--- config.mk ---
export PLATFORM = sky130hd
export DESIGN_NAME = prioritized_delimiter_splitter_top_flat
export DESIGN_NICKNAME = d
export VERILOG_FILES = /design/src/design/pds_pkg.sv /design/src/design/pds_if.sv /design/src/design/prioritized_delimiter_splitter_top.sv /design/src/design/pds_cfg.sv /design/src/design/pds_match.sv /design/src/design/pds_window.sv /design/src/flat_wrapper.sv
export VERILOG_INCLUDE_DIRS = /design/src /design/src/design
export SDC_FILE = /design/constraint.sdc
export NUM_CORES = 1
export LEC_CHECK = 0
export ABC_AREA = 1
export ABC_CLOCK_PERIOD_IN_PS = 6750
export BUFFER_PORTS_ARGS = -buffer_cell sky130_fd_sc_hd__buf_2
export CAP_MARGIN = 20
export CORE_ASPECT_RATIO = 1.5
export CORE_UTILIZATION = 57
export CTS_CLUSTER_DIAMETER = 200
export DETAILED_ROUTE_END_ITERATION = 6
export PLACE_DENSITY = 0.89
export SLEW_MARGIN = 30
export SYNTH_ARGS = -nofsm -noshare
export SYNTH_HDL_FRONTEND = slang
export SYNTH_HIERARCHICAL = 1
export SYNTH_SLANG_ARGS = --single-unit
export TNS_END_PERCENT = 50
--- constraint.sdc ---
create_clock -name clk_i -period 6.75 [get_ports clk_i]
set_input_delay 1.0125 -clock clk_i [delete_from_list [all_inputs] [get_ports clk_i]]
set_output_delay 1.0125 -clock clk_i [all_outputs]
set_load 0.1 [all_outputs]
--- src/design/prioritized_delimiter_splitter_top_macros.svh ---
// Assertion macros for the prioritized delimiter splitter.
// Used by the top level only; no other dependencies.
`ifndef PRIORITIZED_DELIMITER_SPLITTER_TOP_MACROS_SVH
`define PRIORITIZED_DELIMITER_SPLITTER_TOP_MACROS_SVH

// Same-cycle implication, disabled while reset is asserted
`define PDS_ASSERT_IMP(label, clk, rst_n, ante, cons) \
  label: assert property (@(posedge clk) disable iff (!(rst_n)) (ante) |-> (cons)) \
    else $error("pds: same-cycle check failed");

// Next-cycle implication, disabled while reset is asserted
`define PDS_ASSERT_NEXT(label, clk, rst_n, ante, cons) \
  label: assert property (@(posedge clk) disable iff (!(rst_n)) (ante) |=> (cons)) \
    else $error("pds: next-cycle check failed");

`endif

--- src/design/pds_pkg.sv ---
// Shared types, codes and delimiter tables for the delimiter splitter.
// No dependencies; used by pds_cfg, pds_match, pds_window, the top level and the bench.
package pds_pkg;

  localparam int unsigned MAX_DELIM_BYTES = 8;
  localparam int unsigned MAX_DELIMS      = 4;
  // Number of delimiter compare slots (built-in lists and custom registers)
  localparam int unsigned NUM_SLOTS       = 4;
  localparam int unsigned CUSTOM_CAP      = (MAX_DELIMS < NUM_SLOTS) ? MAX_DELIMS : NUM_SLOTS;
  localparam int unsigned CFG_DATA_W      = 64;
  localparam int unsigned CFG_INDEX_W     = 3;
  localparam int unsigned FILL_MAX_W      = 4;

  localparam logic [7:0] CHAR_LF = 8'h0A;
  localparam logic [7:0] CHAR_CR = 8'h0D;

  typedef enum logic [1:0] {
    MODE_CUSTOM = 2'd0,
    MODE_LINE   = 2'd1,
    MODE_DOUBLE = 2'd2
  } split_mode_e;

  typedef enum logic [CFG_INDEX_W-1:0] {
    CFG_SPLIT_MODE = 3'd0,
    CFG_DELIM_CNT  = 3'd1,
    CFG_DELIM_LENS = 3'd2,
    CFG_DELIM_A    = 3'd3,
    CFG_DELIM_B    = 3'd4,
    CFG_DELIM_C    = 3'd5,
    CFG_DELIM_D    = 3'd6
  } cfg_index_e;

  typedef enum logic [1:0] {
    KIND_BYTE = 2'd0,
    KIND_END  = 2'd1,
    KIND_NULL = 2'd2
  } kind_e;

  // Built-in delimiter lists, slot 0 has highest priority
  localparam logic [3:0] LINE_LEN [NUM_SLOTS] = '{4'd2, 4'd1, 4'd2, 4'd1};
  localparam logic [63:0] LINE_VAL [NUM_SLOTS] = '{
    64'({CHAR_CR, CHAR_LF}), 64'(CHAR_LF), 64'({CHAR_LF, CHAR_CR}), 64'(CHAR_CR)};
  localparam logic [3:0] DBL_LEN [NUM_SLOTS] = '{4'd2, 4'd4, 4'd2, 4'd4};
  localparam logic [63:0] DBL_VAL [NUM_SLOTS] = '{
    64'({CHAR_LF, CHAR_LF}),
    64'({CHAR_CR, CHAR_LF, CHAR_CR, CHAR_LF}),
    64'({CHAR_CR, CHAR_CR}),
    64'({CHAR_LF, CHAR_CR, CHAR_LF, CHAR_CR})};

  typedef struct packed {
    logic [7:0] in_byte;
    logic       byte_present;
    logic       end_of_string;
  } pds_item_t;

  typedef struct packed {
    logic [7:0] out_byte;
    kind_e      kind;
    logic       final_item;
  } pds_result_t;

  // Active delimiter set as seen by the matcher
  typedef struct packed {
    logic [NUM_SLOTS-1:0][3:0]  len;
    logic [NUM_SLOTS-1:0][63:0] val;
    logic [2:0]                 count;
  } pds_delims_t;

  typedef struct packed {
    logic                  draining;
    logic [FILL_MAX_W-1:0] fill;
  } pds_status_t;

endpackage

--- src/design/pds_if.sv ---
// Valid/ready stream interfaces for the delimiter splitter requests and results.
// No dependencies.
interface pds_in_if;
  logic       valid;
  logic       ready;
  logic [7:0] in_byte;
  logic       byte_present;
  logic       end_of_string;

  modport source (output valid, in_byte, byte_present, end_of_string, input ready);
  modport sink   (input valid, in_byte, byte_present, end_of_string, output ready);
endinterface

interface pds_out_if;
  logic       valid;
  logic       ready;
  logic [7:0] out_byte;
  logic [1:0] kind;
  logic       final_item;

  modport source (output valid, out_byte, kind, final_item, input ready);
  modport sink   (input valid, out_byte, kind, final_item, output ready);
endinterface

--- src/design/prioritized_delimiter_splitter_top.sv ---
// Prioritized delimiter splitter: input register, window resolve, result register.
// Throughput: one byte per cycle while the result slot is free and no drain runs; an
// end-of-string request then drains the window, one result per cycle while the result
// slot is free, set by the single resolve unit that decides one window head per cycle.
// Reset (rst_ni, async low) empties the window and registers; no clearing pass.
`include "prioritized_delimiter_splitter_top_macros.svh"

module prioritized_delimiter_splitter_top #(
  parameter int unsigned MaxDelimBytes = pds_pkg::MAX_DELIM_BYTES
) (
  input  logic                            clk_i,
  input  logic                            rst_ni,
  input  logic                            cfg_we_i,
  input  logic [pds_pkg::CFG_INDEX_W-1:0] cfg_index_i,
  input  logic [pds_pkg::CFG_DATA_W-1:0]  cfg_data_i,
  pds_in_if.sink                          in_if,
  pds_out_if.source                       out_if
);

  pds_pkg::pds_delims_t delims;
  pds_pkg::pds_item_t   in_item_q;
  pds_pkg::pds_result_t result, out_res_q;
  pds_pkg::pds_status_t status;
  logic                 in_valid_q, out_valid_q;
  logic                 take, emit, slot_free;

  pds_cfg u_cfg (
    .clk_i       (clk_i),
    .rst_ni      (rst_ni),
    .cfg_we_i    (cfg_we_i),
    .cfg_index_i (cfg_index_i),
    .cfg_data_i  (cfg_data_i),
    .delims_o    (delims)
  );

  // Input register
  assign in_if.ready = !in_valid_q || take;

  always_ff @(posedge clk_i or negedge rst_ni) begin
    if (!rst_ni) begin
      in_valid_q <= 1'b0;
    end else if (in_if.valid && in_if.ready) begin
      in_valid_q <= 1'b1;
    end else if (take) begin
      in_valid_q <= 1'b0;
    end
  end

  always_ff @(posedge clk_i) begin
    if (in_if.valid && in_if.ready) begin
      in_item_q.in_byte       <= in_if.in_byte;
      in_item_q.byte_present  <= in_if.byte_present;
      in_item_q.end_of_string <= in_if.end_of_string;
    end
  end

  pds_window #(.MaxBytes(MaxDelimBytes)) u_window (
    .clk_i        (clk_i),
    .rst_ni       (rst_ni),
    .item_valid_i (in_valid_q),
    .item_i       (in_item_q),
    .delims_i     (delims),
    .slot_free_i  (slot_free),
    .take_o       (take),
    .emit_o       (emit),
    .result_o     (result),
    .status_o     (status)
  );

  // Result register
  assign slot_free = !out_valid_q || out_if.ready;

  always_ff @(posedge clk_i or negedge rst_ni) begin
    if (!rst_ni) begin
      out_valid_q <= 1'b0;
    end else if (emit) begin
      out_valid_q <= 1'b1;
    end else if (out_if.ready) begin
      out_valid_q <= 1'b0;
    end
  end

  always_ff @(posedge clk_i) begin
    if (emit) out_res_q <= result;
  end

  assign out_if.valid      = out_valid_q;
  assign out_if.out_byte   = out_res_q.out_byte;
  assign out_if.kind       = out_res_q.kind;
  assign out_if.final_item = out_res_q.final_item;

  // Checks
  `PDS_ASSERT_IMP(a_no_overwrite, clk_i, rst_ni, emit, slot_free)
  `PDS_ASSERT_IMP(a_fill_bound, clk_i, rst_ni, 1'b1, status.fill <= MaxDelimBytes)
  `PDS_ASSERT_IMP(a_no_take_in_drain, clk_i, rst_ni, status.draining, !take)
  `PDS_ASSERT_NEXT(a_final_clears, clk_i, rst_ni, emit && result.final_item,
                   !status.draining && status.fill == '0)

endmodule

--- src/design/pds_cfg.sv ---
// Configuration registers and selection of the active delimiter list.
// Depends on pds_pkg.
module pds_cfg (
  input  logic                                 clk_i,
  input  logic                                 rst_ni,
  input  logic                                 cfg_we_i,
  input  logic [pds_pkg::CFG_INDEX_W-1:0]      cfg_index_i,
  input  logic [pds_pkg::CFG_DATA_W-1:0]       cfg_data_i,
  output pds_pkg::pds_delims_t                 delims_o
);

  logic [1:0]  mode_q;
  logic [2:0]  count_q;
  logic [15:0] lens_q;
  logic [63:0] dval_q [pds_pkg::NUM_SLOTS];

  // Register writes
  always_ff @(posedge clk_i or negedge rst_ni) begin
    if (!rst_ni) begin
      mode_q  <= pds_pkg::MODE_LINE;
      count_q <= 3'd1;
      lens_q  <= '0;
      for (int i = 0; i < pds_pkg::NUM_SLOTS; i++) dval_q[i] <= '0;
    end else if (cfg_we_i) begin
      unique case (cfg_index_i)
        pds_pkg::CFG_SPLIT_MODE: mode_q    <= cfg_data_i[1:0];
        pds_pkg::CFG_DELIM_CNT:  count_q   <= cfg_data_i[2:0];
        pds_pkg::CFG_DELIM_LENS: lens_q    <= cfg_data_i[15:0];
        pds_pkg::CFG_DELIM_A:    dval_q[0] <= cfg_data_i;
        pds_pkg::CFG_DELIM_B:    dval_q[1] <= cfg_data_i;
        pds_pkg::CFG_DELIM_C:    dval_q[2] <= cfg_data_i;
        pds_pkg::CFG_DELIM_D:    dval_q[3] <= cfg_data_i;
        default: ;
      endcase
    end
  end

  // Pick built-in or custom list; mode 3 falls back to custom
  always_comb begin
    delims_o = '0;
    unique case (mode_q)
      pds_pkg::MODE_LINE: begin
        delims_o.count = 3'(pds_pkg::NUM_SLOTS);
        for (int i = 0; i < pds_pkg::NUM_SLOTS; i++) begin
          delims_o.len[i] = pds_pkg::LINE_LEN[i];
          delims_o.val[i] = pds_pkg::LINE_VAL[i];
        end
      end
      pds_pkg::MODE_DOUBLE: begin
        delims_o.count = 3'(pds_pkg::NUM_SLOTS);
        for (int i = 0; i < pds_pkg::NUM_SLOTS; i++) begin
          delims_o.len[i] = pds_pkg::DBL_LEN[i];
          delims_o.val[i] = pds_pkg::DBL_VAL[i];
        end
      end
      default: begin
        delims_o.count = (count_q > 3'(pds_pkg::CUSTOM_CAP)) ?
                         3'(pds_pkg::CUSTOM_CAP) : count_q;
        for (int i = 0; i < pds_pkg::NUM_SLOTS; i++) begin
          delims_o.len[i] = lens_q[4*i +: 4];
          delims_o.val[i] = dval_q[i];
        end
      end
    endcase
  end

endmodule

--- src/design/pds_match.sv ---
// Parallel compare of all delimiter slots against the lookahead window,
// with priority pick of the first hit. Depends on pds_pkg.
module pds_match #(
  parameter int unsigned MaxBytes = pds_pkg::MAX_DELIM_BYTES,
  localparam int unsigned FillW   = $clog2(MaxBytes + 1)
) (
  input  logic [7:0]           win_i [MaxBytes],
  input  logic [FillW-1:0]     fill_i,
  input  pds_pkg::pds_delims_t delims_i,
  output logic                 hit_o,
  output logic [FillW-1:0]     len_o
);

  logic [pds_pkg::NUM_SLOTS-1:0] slot_hit;

  // Per-slot match: enabled, fully inside the window, all bytes equal
  always_comb begin
    for (int i = 0; i < pds_pkg::NUM_SLOTS; i++) begin
      slot_hit[i] = (3'(i) < delims_i.count) &&
                    (delims_i.len[i] != 4'd0) &&
                    (delims_i.len[i] <= 4'(MaxBytes)) &&
                    ({1'b0, delims_i.len[i]} <= 5'(fill_i));
      for (int j = 0; j < MaxBytes; j++) begin
        if ((4'(j) < delims_i.len[i]) && (delims_i.val[i][8*j +: 8] != win_i[j]))
          slot_hit[i] = 1'b0;
      end
    end
  end

  // Lowest slot wins
  always_comb begin
    hit_o = 1'b0;
    len_o = '0;
    for (int i = pds_pkg::NUM_SLOTS - 1; i >= 0; i--) begin
      if (slot_hit[i]) begin
        hit_o = 1'b1;
        len_o = FillW'(delims_i.len[i]);
      end
    end
  end

endmodule

--- src/design/pds_window.sv ---
// Lookahead window, item state and per-cycle resolve of the window head.
// Depends on pds_pkg and pds_match.
module pds_window #(
  parameter int unsigned MaxBytes = pds_pkg::MAX_DELIM_BYTES
) (
  input  logic                 clk_i,
  input  logic                 rst_ni,
  input  logic                 item_valid_i,
  input  pds_pkg::pds_item_t   item_i,
  input  pds_pkg::pds_delims_t delims_i,
  input  logic                 slot_free_i,
  output logic                 take_o,
  output logic                 emit_o,
  output pds_pkg::pds_result_t result_o,
  output pds_pkg::pds_status_t status_o
);

  localparam int unsigned FillW = $clog2(MaxBytes + 1);
  localparam logic [FillW-1:0] FullFill = FillW'(MaxBytes);

  logic [7:0]       win_q [MaxBytes];
  logic [7:0]       win_d [MaxBytes];
  logic [7:0]       eff_win [MaxBytes];
  logic [7:0]       shift_win [MaxBytes];
  logic [FillW-1:0] fill_q, fill_d, eff_fill, drop, match_len;
  logic             has_q, has_d, drain_q, drain_d;
  logic             push, work, end_mode, resolve, close_str, match_hit;

  // Take a request when not draining and the result slot is free
  assign take_o = item_valid_i && !drain_q && slot_free_i;
  assign push   = take_o && item_i.byte_present && (fill_q < FullFill);

  // Window as it stands after the incoming byte
  always_comb begin
    for (int j = 0; j < MaxBytes; j++)
      eff_win[j] = (push && fill_q == FillW'(j)) ? item_i.in_byte : win_q[j];
    eff_fill = fill_q + FillW'(push);
  end

  pds_match #(.MaxBytes(MaxBytes)) u_match (
    .win_i    (eff_win),
    .fill_i   (eff_fill),
    .delims_i (delims_i),
    .hit_o    (match_hit),
    .len_o    (match_len)
  );

  assign work      = slot_free_i && (drain_q || item_valid_i);
  assign end_mode  = drain_q || (take_o && item_i.end_of_string);
  assign resolve   = work && (end_mode ? (eff_fill != '0) : (eff_fill == FullFill));
  assign close_str = work && end_mode && (eff_fill == '0);
  assign drop      = match_hit ? match_len : FillW'(1);

  // Drop the head bytes: delimiter length on a hit, else one
  always_comb begin
    for (int j = 0; j < MaxBytes; j++) begin
      shift_win[j] = eff_win[j];
      for (int d = 1; j + d < MaxBytes; d++) begin
        if (drop == FillW'(d)) shift_win[j] = eff_win[j + d];
      end
    end
  end

  // Next state and result
  always_comb begin
    win_d    = win_q;
    fill_d   = fill_q;
    has_d    = has_q;
    drain_d  = drain_q;
    emit_o   = 1'b0;
    result_o = '0;
    if (resolve) begin
      emit_o  = 1'b1;
      win_d   = shift_win;
      fill_d  = eff_fill - drop;
      drain_d = end_mode;
      if (match_hit) begin
        result_o.kind = has_q ? pds_pkg::KIND_END : pds_pkg::KIND_NULL;
        has_d         = 1'b0;
      end else begin
        result_o.out_byte = eff_win[0];
        result_o.kind     = pds_pkg::KIND_BYTE;
        has_d             = 1'b1;
      end
    end else if (close_str) begin
      emit_o              = 1'b1;
      result_o.kind       = has_q ? pds_pkg::KIND_END : pds_pkg::KIND_NULL;
      result_o.final_item = 1'b1;
      fill_d              = '0;
      has_d               = 1'b0;
      drain_d             = 1'b0;
    end else if (take_o) begin
      win_d  = eff_win;
      fill_d = eff_fill;
    end
  end

  always_ff @(posedge clk_i or negedge rst_ni) begin
    if (!rst_ni) begin
      fill_q  <= '0;
      has_q   <= 1'b0;
      drain_q <= 1'b0;
    end else begin
      fill_q  <= fill_d;
      has_q   <= has_d;
      drain_q <= drain_d;
    end
  end

  // Window bytes above the fill level are never read
  always_ff @(posedge clk_i) begin
    win_q <= win_d;
  end

  assign status_o.draining = drain_q;
  assign status_o.fill     = pds_pkg::FILL_MAX_W'(fill_q);

endmodule

--- src/flat_wrapper.sv ---
// flat-port wrapper written by rule: the top's interface ports become plain ports
module prioritized_delimiter_splitter_top_flat 
#(
  parameter int unsigned MaxDelimBytes = pds_pkg::MAX_DELIM_BYTES
)
  (clk_i, rst_ni, cfg_we_i, cfg_index_i, cfg_data_i, in_if_valid, in_if_in_byte, in_if_byte_present, in_if_end_of_string, in_if_ready, out_if_valid, out_if_out_byte, out_if_kind, out_if_final_item, out_if_ready);
  pds_in_if in_if_i ();
  pds_out_if out_if_i ();
  input  logic clk_i;
  input  logic rst_ni;
  input  logic cfg_we_i;
  input  logic [pds_pkg::CFG_INDEX_W-1:0] cfg_index_i;
  input  logic [pds_pkg::CFG_DATA_W-1:0] cfg_data_i;
  input wire logic [$bits(in_if_i.valid)-1:0] in_if_valid;
  input wire logic [$bits(in_if_i.in_byte)-1:0] in_if_in_byte;
  input wire logic [$bits(in_if_i.byte_present)-1:0] in_if_byte_present;
  input wire logic [$bits(in_if_i.end_of_string)-1:0] in_if_end_of_string;
  output wire logic [$bits(in_if_i.ready)-1:0] in_if_ready;
  output wire logic [$bits(out_if_i.valid)-1:0] out_if_valid;
  output wire logic [$bits(out_if_i.out_byte)-1:0] out_if_out_byte;
  output wire logic [$bits(out_if_i.kind)-1:0] out_if_kind;
  output wire logic [$bits(out_if_i.final_item)-1:0] out_if_final_item;
  input wire logic [$bits(out_if_i.ready)-1:0] out_if_ready;
  assign in_if_i.valid = in_if_valid;
  assign in_if_i.in_byte = in_if_in_byte;
  assign in_if_i.byte_present = in_if_byte_present;
  assign in_if_i.end_of_string = in_if_end_of_string;
  assign in_if_ready = in_if_i.ready;
  assign out_if_valid = out_if_i.valid;
  assign out_if_out_byte = out_if_i.out_byte;
  assign out_if_kind = out_if_i.kind;
  assign out_if_final_item = out_if_i.final_item;
  assign out_if_i.ready = out_if_ready;
  prioritized_delimiter_splitter_top #(.MaxDelimBytes(MaxDelimBytes)) u_core (.clk_i(clk_i), .rst_ni(rst_ni), .cfg_we_i(cfg_we_i), .cfg_index_i(cfg_index_i), .cfg_data_i(cfg_data_i), .in_if(in_if_i), .out_if(out_if_i));
endmodule
==> reports/results.txt <==
status - finished, violations left
failing checks - DRC
Worst setup SP type - input port
CTS root buf - clkbuf_16
total gr overflow - 0
Worst EP arrival - 6.54 ns
Worst Max-Slew Pin Slew - 1.00 ns
Avg Cell Area, Syn - 6.68 um2
post-cts resize count - 0
Starting Density - 57.7%
# IOs - 95
Port Buf Inserts - 94
Cell Area, Synth - 0.0248 mm2
clock share of power - 19.3%
routed length per placed instance - 20.1 um
clk_lat worst skew - 0.57 ns
Final Max Tran Viols - 0
Post CTS Setup Buffer Count - 0
Nets - 3853
H-Tree Depth - 2
Max stage delay on crit path - 0.58 ns
Routed Wire Length - 87200 um
Pint - 6.39 mW
Ys Warns - 6
largest net degree at the start of global routing - 159
Final Critical Period - 6.21 ns
via-per-instance ratio - 5.69
Comb power frac - 52.5%
Fillers - 3748
FP Rows - 93
Min Hold Slack - 0.421 ns
CP endpoint kind - register
DRT iter0 DRCs - 2876
initial antenna violation count - 1
Die X - 172 um
CTS tree - yes
Mapped Nets - 3812
Seq pwr share - 28.2%
PwrDens - 441 mW/mm2
Setup TNS - 0 ns
worst path required time - 7.08 ns
clock tree buffer depth - 3
clock sinks - 370
Placed Area - 0.0259 mm2
Vias - 24700
Die ar. - 0.0443 mm2
Fin. Hold Viols - 0
commonest non-fill, non-tap cell in the layout - nand2_1
Die Y - 257 um
sw frac - 47.0%
Switching Power - 5.66 mW
# setup viols final - 0
Max VDD drop - 0.275 mV
unrepaired setup endpoints after global routing - false
Period Utilization, post-route - 92.0%
Syn Inst Count - 3707
Core Region - 0.0429 mm2
Slowest-stage cell, CP - o22ai_1
Routability Congestion - 1.06
Crit Path Max Fanout - 32
ANT nets after route - 0
TritonCTS Buffers - 39
most frequent cells in the layout - 1635 x nand2_1, 490 x inv_1, 283 x dfrtp_1
layout cells sized above 1 - 9.85%
Layout Skew - 0.0209 ns
Peak Freq - 161 MHz
most common cell type on the critical path - nand2_1
post-DP HPWL - 59600 um
max-cap check violation count - 0
Max-slew headroom - 33.3%
total track usage - 39.6%
kind of critical path - in2reg
final instance area - 0.0273 mm2
clk slew on worst S/H paths - 0.07 ns
Area Overhead vs Synth - 10.4%
CTS Hold Bufs - 0
first-pass GRT wire length - 132000 um
vias in the first global route - 23300
Initial DRT Pass Iterations - 7
Worst Hold Class - in2async
Pleak - 15.5 nW
# DRC - 1
layout make-up:
class	instances	area, um2	share of cell area, %
multi-input cells	2616	12300	44.9
flip-flops and latches	370	9690	35.4
inverters	535	2010	7.35
repair buffers	186	1290	4.71
clock buffers	52	1130	4.14
well taps	570	713	2.61
clock inverters	18	239	0.874
diodes	1	2.50	0.00915
critical path, delay by kind of cell:
kind                   cells  cell delay, ns
buffers and inverters      8            1.27
XOR/XNOR                   1            0.20
AND/OR/NAND/NOR           20            2.70
AO/OA/AOI/OAI              5            1.33
worst paths after layout:
check	startpoint	endpoint	slack (ns)	cells past startpoint
max reg2reg	u_core/out_if.valid	u_core/u_window/win_q[52]	0.64	34
min in group clk_i	u_core/u_cfg/lens_q[9]	u_core/u_cfg/lens_q[9]	0.47	2
min reg2reg	u_core/u_cfg/lens_q[9]	u_core/u_cfg/lens_q[9]	0.47	2
max	out_if_ready	u_core/u_window/win_q[52]	0.54	34
min	rst_ni	u_core/u_cfg/dval_q[48]	0.42	1
max in group asynchronous	rst_ni	u_core/u_cfg/dval_q[1]	4.92	3
registers in the layout, summed over array words and instances, names as in the netlist, 3 cells and up:
| name | flops |
|---|---|
| u_core/u_window/fill_q | 4 |
| u_core/u_cfg/dval_q | 256 |
| u_core/u_cfg/lens_q | 16 |
| u_core/out_if.out_byte | 8 |
| u_core/u_window/win_q | 64 |
| u_core/in_item_q | 10 |
| u_core/u_cfg/count_q | 3 |
through the flow:
step / total power [mW] / setup slack (ns) / utilization, % / std cells
floorplan: 7.61 / 0.602 / - / 3707
global placement: 9.37 / 0.370 / 60.3 / 4275
detailed placement: 9.47 / 0.376 / 60.3 / 4275
CTS: 11.8 / 0.878 / 63.5 / 4345
global route: 12.6 / 0.226 / 63.7 / 4348
finish: 12.1 / 0.538 / 63.7 / 4348
routing by layer:
layer / global-route usage, % / share of wire, % / up-vias
li1: - / - / 11300
met1: 48.5 / 35 / 11400
met2: 62.1 / 46 / 1552
met3: 7.34 / 10 / 423
met4: 28.7 / 8.5 / 0
met5: 0 / 0 / -
power by group through the flow:
stage | Combinational (mW) | Clock, mW | Sequential, mW
final | 6.33 | 2.33 | 3.40
after global routing | 6.77 | 2.42 | 3.45
after CTS | 6.10 | 2.34 | 3.38
after global placement | 5.98 | 0 | 3.40
after floorplan | 4.03 | 0 | 3.58
after detailed placement | 6.05 | 0 | 3.41
No activity file was read; power rests on OpenSTA's default activity.
